<file path="src/rtl/clt_pkg.sv">
// ----------------------------------------------------------------------------
// clt_pkg
// Shared types and character codes for the command line tokenizer.
// ----------------------------------------------------------------------------
package clt_pkg;

  typedef enum logic [1:0] {
    KIND_CHAR   = 2'd0,
    KIND_ACCEPT = 2'd1,
    KIND_REJECT = 2'd2
  } kind_t;

  localparam logic [7:0] CHAR_DOLLAR = 8'h24;
  localparam logic [7:0] CHAR_COMMA  = 8'h2C;
  localparam logic [7:0] CHAR_CR     = 8'h0D;
  localparam logic [7:0] CHAR_LF     = 8'h0A;
  localparam logic [7:0] CHAR_NUL    = 8'h00;

endpackage

</file>
<file path="src/rtl/command_line_tokenizer.sv">
// ----------------------------------------------------------------------------
// command_line_tokenizer
// Splits a serial byte stream into '$'-prefixed, comma-separated command lines.
// ----------------------------------------------------------------------------
// One byte per cycle, back to back: a request is held in an input register and
// resolved against the line state by a few counter compares, with the outcome
// written to a result register. Token characters come out as they arrive
// (kind char), and a CR or LF closes the line with kind accept and the argument
// count, or kind reject. Bytes that produce nothing (empty line terminators,
// overflow bytes, dropped characters) still pass through the input register.
// Output stall backs up through the result register into in_stall.
module command_line_tokenizer #(
  parameter int LINE_MAX  = 64,
  parameter int MAX_ARGS  = 4,
  parameter int TOKEN_MAX = 16
) (
  input  logic       clk,
  input  logic       rst,
  input  logic       in_valid,
  output logic       in_stall,
  input  logic [7:0] rx_byte,
  output logic       out_valid,
  input  logic       out_stall,
  output logic [1:0] kind,
  output logic [2:0] token_index,
  output logic [3:0] char_pos,
  output logic [7:0] char_value,
  output logic [2:0] arg_count
);

  localparam int LW  = $clog2(LINE_MAX);
  localparam int TSW = $clog2(MAX_ARGS + 3);
  localparam int TLW = $clog2(TOKEN_MAX);

  localparam logic [LW-1:0]  LINE_LIMIT = LW'(LINE_MAX - 1);
  localparam logic [TSW-1:0] TS_CAP     = TSW'(MAX_ARGS + 2);
  localparam logic [TSW-1:0] TS_KEEP    = TSW'(MAX_ARGS + 1);
  localparam logic [TSW-1:0] ARGS_MAX   = TSW'(MAX_ARGS);
  localparam logic [TLW-1:0] TL_LIMIT   = TLW'(TOKEN_MAX - 1);

  // input register
  logic       in_reg_valid;
  logic [7:0] in_reg_byte;

  // line state
  logic [LW-1:0]  line_length, line_length_next;
  logic           line_bad, line_bad_next;
  logic           zero_seen, zero_seen_next;
  logic           in_token, in_token_next;
  logic [TSW-1:0] tokens_seen, tokens_seen_next;
  logic [TLW-1:0] token_length, token_length_next;

  // result computation
  logic           res_hit;
  logic [1:0]     res_kind;
  logic [2:0]     res_index;
  logic [3:0]     res_pos;
  logic [7:0]     res_char;
  logic [2:0]     res_args;
  logic [TSW-1:0] ts_work, ts_m1, args_clamped;
  logic [TLW-1:0] tl_work;
  logic [31:0]    ts_m1_wide, tl_wide, args_wide;
  logic           is_term;

  logic advance;
  logic process;

  assign advance  = !out_valid || !out_stall;
  assign process  = in_reg_valid && advance;
  assign in_stall = in_reg_valid && !advance;
  assign is_term  = (in_reg_byte == clt_pkg::CHAR_CR) || (in_reg_byte == clt_pkg::CHAR_LF);

  always_ff @(posedge clk) begin
    if (rst) begin
      in_reg_valid <= 1'b0;
    end else if (!in_stall) begin
      in_reg_valid <= in_valid;
    end
    if (!in_stall && in_valid) begin
      in_reg_byte <= rx_byte;
    end
  end

  always_comb begin
    line_length_next  = line_length;
    line_bad_next     = line_bad;
    zero_seen_next    = zero_seen;
    in_token_next     = in_token;
    tokens_seen_next  = tokens_seen;
    token_length_next = token_length;
    res_hit   = 1'b0;
    res_kind  = clt_pkg::KIND_CHAR;
    res_index = 3'd0;
    res_pos   = 4'd0;
    res_char  = 8'd0;
    res_args  = 3'd0;
    ts_work   = tokens_seen;
    tl_work   = token_length;
    ts_m1     = tokens_seen - TSW'(1);
    args_clamped = (ts_m1 > ARGS_MAX) ? ARGS_MAX : ts_m1;
    args_wide    = 32'(args_clamped);

    priority if (is_term) begin
      if (line_length != '0) begin
        res_hit = 1'b1;
        if (line_bad || tokens_seen == '0) begin
          res_kind = clt_pkg::KIND_REJECT;
        end else begin
          res_kind = clt_pkg::KIND_ACCEPT;
          res_args = args_wide[2:0];
        end
        line_length_next  = '0;
        line_bad_next     = 1'b0;
        zero_seen_next    = 1'b0;
        in_token_next     = 1'b0;
        tokens_seen_next  = '0;
        token_length_next = '0;
      end
    end else if (line_length < LINE_LIMIT) begin
      line_length_next = line_length + LW'(1);
      priority if (line_length == '0) begin
        if (in_reg_byte != clt_pkg::CHAR_DOLLAR) begin
          line_bad_next = 1'b1;
        end
      end else if (line_bad || zero_seen) begin
      end else if (in_reg_byte == clt_pkg::CHAR_NUL) begin
        zero_seen_next = 1'b1;
      end else if (in_reg_byte == clt_pkg::CHAR_COMMA) begin
        in_token_next = 1'b0;
      end else begin
        if (!in_token) begin
          in_token_next = 1'b1;
          if (tokens_seen < TS_CAP) begin
            ts_work = tokens_seen + TSW'(1);
          end
          tl_work = '0;
        end
        tokens_seen_next  = ts_work;
        token_length_next = tl_work;
        if (ts_work <= TS_KEEP && tl_work < TL_LIMIT) begin
          res_hit  = 1'b1;
          res_kind = clt_pkg::KIND_CHAR;
          res_char = in_reg_byte;
          token_length_next = tl_work + TLW'(1);
        end
      end
    end else begin
    end

    ts_m1_wide = 32'(ts_work - TSW'(1));
    tl_wide    = 32'(tl_work);
    if (res_hit && res_kind == clt_pkg::KIND_CHAR) begin
      res_index = ts_m1_wide[2:0];
      res_pos   = tl_wide[3:0];
    end
  end

  always_ff @(posedge clk) begin
    if (rst) begin
      line_length  <= '0;
      line_bad     <= 1'b0;
      zero_seen    <= 1'b0;
      in_token     <= 1'b0;
      tokens_seen  <= '0;
      token_length <= '0;
      out_valid    <= 1'b0;
    end else begin
      if (process) begin
        line_length  <= line_length_next;
        line_bad     <= line_bad_next;
        zero_seen    <= zero_seen_next;
        in_token     <= in_token_next;
        tokens_seen  <= tokens_seen_next;
        token_length <= token_length_next;
      end
      if (advance) begin
        out_valid <= process && res_hit;
      end
    end
  end

  always_ff @(posedge clk) begin
    if (process && res_hit) begin
      kind        <= res_kind;
      token_index <= res_index;
      char_pos    <= res_pos;
      char_value  <= res_char;
      arg_count   <= res_args;
    end
  end

  a_line_bound: assert property (@(posedge clk) disable iff (rst)
    line_length <= LINE_LIMIT)
    else $error("line length past limit");

  a_tokens_bound: assert property (@(posedge clk) disable iff (rst)
    tokens_seen <= TS_CAP)
    else $error("token count past cap");

  a_token_len_bound: assert property (@(posedge clk) disable iff (rst)
    token_length <= TL_LIMIT)
    else $error("token length past limit");

  a_term_clears: assert property (@(posedge clk) disable iff (rst)
    process && is_term |=> line_length == '0 && tokens_seen == '0)
    else $error("terminator did not clear the line");

  a_bad_no_char: assert property (@(posedge clk) disable iff (rst)
    process && line_bad && !is_term |=> !(out_valid && $changed(char_value) &&
      kind == clt_pkg::KIND_CHAR) || $past(out_valid && out_stall))
    else $error("character reported on a rejected line");

endmodule
</file>
<file path="config.mk">
export PLATFORM = sky130hd
export DESIGN_NAME = command_line_tokenizer
export DESIGN_NICKNAME = d
export VERILOG_FILES = /design/src/rtl/clt_pkg.sv /design/src/rtl/command_line_tokenizer.sv
export SDC_FILE = /design/constraint.sdc
export NUM_CORES = 1
export LEC_CHECK = 0
export BUFFER_PORTS_ARGS = -buffer_cell sky130_fd_sc_hd__buf_2
export CAP_MARGIN = 10
export CORE_ASPECT_RATIO = 0.6
export CORE_MARGIN = 10
export CORE_UTILIZATION = 30
export DETAILED_ROUTE_END_ITERATION = 8
export SYNTH_ARGS = -nofsm -noshare
export SYNTH_HDL_FRONTEND = slang
export SYNTH_SLANG_ARGS = --single-unit
export TNS_END_PERCENT = 20
</file>
<file path="constraint.sdc">
create_clock -name clk -period 3.6 [get_ports clk]
set_clock_uncertainty 0.15 [all_clocks]
set_input_delay 0.36 -clock clk [delete_from_list [all_inputs] [get_ports clk]]
set_output_delay 0.36 -clock clk [all_outputs]
set_load 0.01 [all_outputs]
</file>
==> impl_results.md <==
* Status: completed
* Worst Path Class, Setup: register to register
* Cell Chain, Critical Path: inv_1, ha_1, nor3b_1, o21ai_1, nand3_1, nor2_1, nor2_1, nor2_1, buf_4
* Top cells by count, synth: edfxtp_1, nor2_1, dfxtp_1, nand2_1, and2_1
* GRT overflow at 0
* Slowest Stage Delay on Critical Path at 0.41 ns
* Area contributors post-synth: edfxtp_1, dfxtp_1, ha_1
* Final-report setup violation count at 0
* Sum of negative setup slack at 0 ns
* Vias in the first global route at 1608
* Global-route wire length before repair at 8720 µm
* Via density at 4.85
* Share of cells above drive strength 1 at 0.222
* Max IR drop VDD at 0.000170 V
* Max-slew violations at 0
* Non-Filler Instances at 347
* Die area at 11500 µm²
* Worst EP arrival at 2.52 ns
* CTS Buf Count at 5
* CTS root buffer: clkbuf_16
* Syn Area/Cell at 11.0 µm²
* Setup Buffers After CTS at 0
* WL per Instance at 15.3 µm
* Io pins at 34
* Fmax at 0.370 GHz
* Period utilisation layout at 0.752
* CTS tree: yes
* Slowest CP cell: dfxtp_1
* TritonRoute pass-1 iters at 4
* PD cells at 422 nW/µm²
* Post-synth EDFFs at 28
* RD Place Congestion at 0.852
* Synth top area share at 0.374
* Cells after Synth at 204
* Max Cap Viol at 0
* Pleak at 0.993 nW
* Register area share after synthesis at 0.535
* # fillers at 730
* Initial Util at 0.309
* Total number of vias at 1683
* Util after Layout at 0.368
* Row cnt at 24
* Total Routing Usage GR at 0.0939
* WL final at 5310 µm
* Clock-pin transition on the worst setup and hold timing paths at 0.06 ns
* Skew-Pair Late Insertion Delay at 0.28 ns
* Design area at 2680 µm²
* Worst rel slew slack at 0.503
* Most frequent cell after synthesis: edfxtp_1
* Ys async rst share at 0
* CTS Hold Bufs at 0
* Cell mode on critical path: nor2_1
* P&R area growth vs syn at 19.2%
* Worst Tran Pin Value at 0.744 ns
* Worst Path Required at 3.42 ns
* Final Hold Vio Count at 0
* Hold Path Class: input port to register
* Port bufs at 33
* Yosys reg bits at 46
* Setup crit end kind: register
* DRC at 0
* Final net count at 262
* Antenna diodes at 0
* Clock sink total at 46
* Largest area contributor in the netlist: edfxtp_1
* YS warnings at 0
* Post-Syn Area at 2250 µm²
* Post-DRT Antenna Nets at 0
* Final Critical Period at 2.71 ns
* Post-synthesis cell type count at 46
* Initial DRC Count at 140
* Clock buffer depth at 2
* Pin count of the biggest net entering global routing at 21
* CORE AREA at 7270 µm²
* Die Wd at 132 µm
* DP HPWL at 4050 µm
* Power Total at 1.13 mW
* DP Area at 2540 µm²
* Critical path peak fanout at 20
* Mapped Nets at 224
* RSZ-0062 raised after global routing: false
* H-Tree Depth at 2
* Ys flop type: edfxtp_1
* Initial antenna violation count at 0
* Cell count after placement at 339
* CP Launch Type: register
* Chip Height at 87.0 µm
* Post-cts sizing count at 0
[per-stage QoR]
step	hold WS (ns)	setup slack, ns
floorplan	0.291	0.637
finish	0.0973	0.894
detailed placement	0.323	0.945
global route	0.0904	0.671
CTS	0.0949	0.916
global placement	0.309	1.01
[power by group]
part | internal (mW) | total [mW] | switching, mW
clock | 0.258 | 0.447 | 0.189
sequential | 0.573 | 0.587 | 0.0138
combinational | 0.0373 | 0.0968 | 0.0595
total | 0.869 | 1.13 | 0.262
[area by class of cell]
class | count | area [µm²] | area share
clock buffers | 7 | 133 | 0.0496
clock inverters | 1 | 7.51 | 0.00281
multi-input cells | 146 | 998 | 0.373
inverters | 9 | 33.8 | 0.0126
flip-flops and latches | 46 | 1200 | 0.449
well taps | 104 | 130 | 0.0486
repair buffers | 34 | 173 | 0.0645
[critical path, delay by kind of cell (launching register included)]
kind	cells	cell delay [ns]
buf+inv	2	0.45
simple gates	5	0.73
fa+ha+maj	1	0.38
compound gates	1	0.24
flops	1	0.41
[flip-flops by register name, indices dropped and copies added (netlist names), 2 cells and up]
signal	count
char_pos	4
token_index	3
in_reg_byte	8
arg_count	3
char_value	8
tokens_seen	3
token_length	4
line_length	6
kind	2
[routing by layer]
metal	part of all wire	global-route usage
met1	0.55	0.144
met2	0.35	0.118
met3	0.081	0.0334
met4	0.012	0.0211
met5	0	0
[path summary, 6_finish.rpt]
path | end | depth (start not counted) | slack [ns] | from
worst max-delay path | arg_count[0]$_SDFFCE_PP0P_ | 9 | 0.89 | tokens_seen[0]$_SDFFE_PP0P_
worst min-delay path | in_reg_byte[4]$_DFFE_PP_ | 1 | 0.1 | rx_byte[4]
worst max register to register | arg_count[0]$_SDFFCE_PP0P_ | 9 | 0.89 | tokens_seen[0]$_SDFFE_PP0P_
worst min register to register | token_length[1]$_SDFFE_PP0P_ | 1 | 0.35 | token_length[1]$_SDFFE_PP0P_
[cell usage in the layout (no fill, tap or decap), types with 5 or more instances in the layout]
cell type,Yosys,routed
a21oi_1,8,8
a31oi_1,6,6
and2_1,10,10
and3_1,6,6
buf_2,1,33
clkbuf_16,0,5
dfxtp_1,18,18
edfxtp_1,28,28
ha_1,8,8
inv_1,9,9
nand2_1,12,12
nand3_1,6,6
nor2_1,24,24
o21ai_0,6,6
xnor2_1,6,6
[logic make-up after synthesis]
logic type	Yosys count	share of synthesized area
and+or+nand+nor	85	0.224
DFF	46	0.535
AOI/OAI and AO/OA	43	0.135
buffers and inverters	12	0.0206
xor gates and xnor gates	8	0.0312
adders and majority gates	8	0.0446
muxes	2	0.0100
Note: power is estimated with default switching activity, not from simulation.
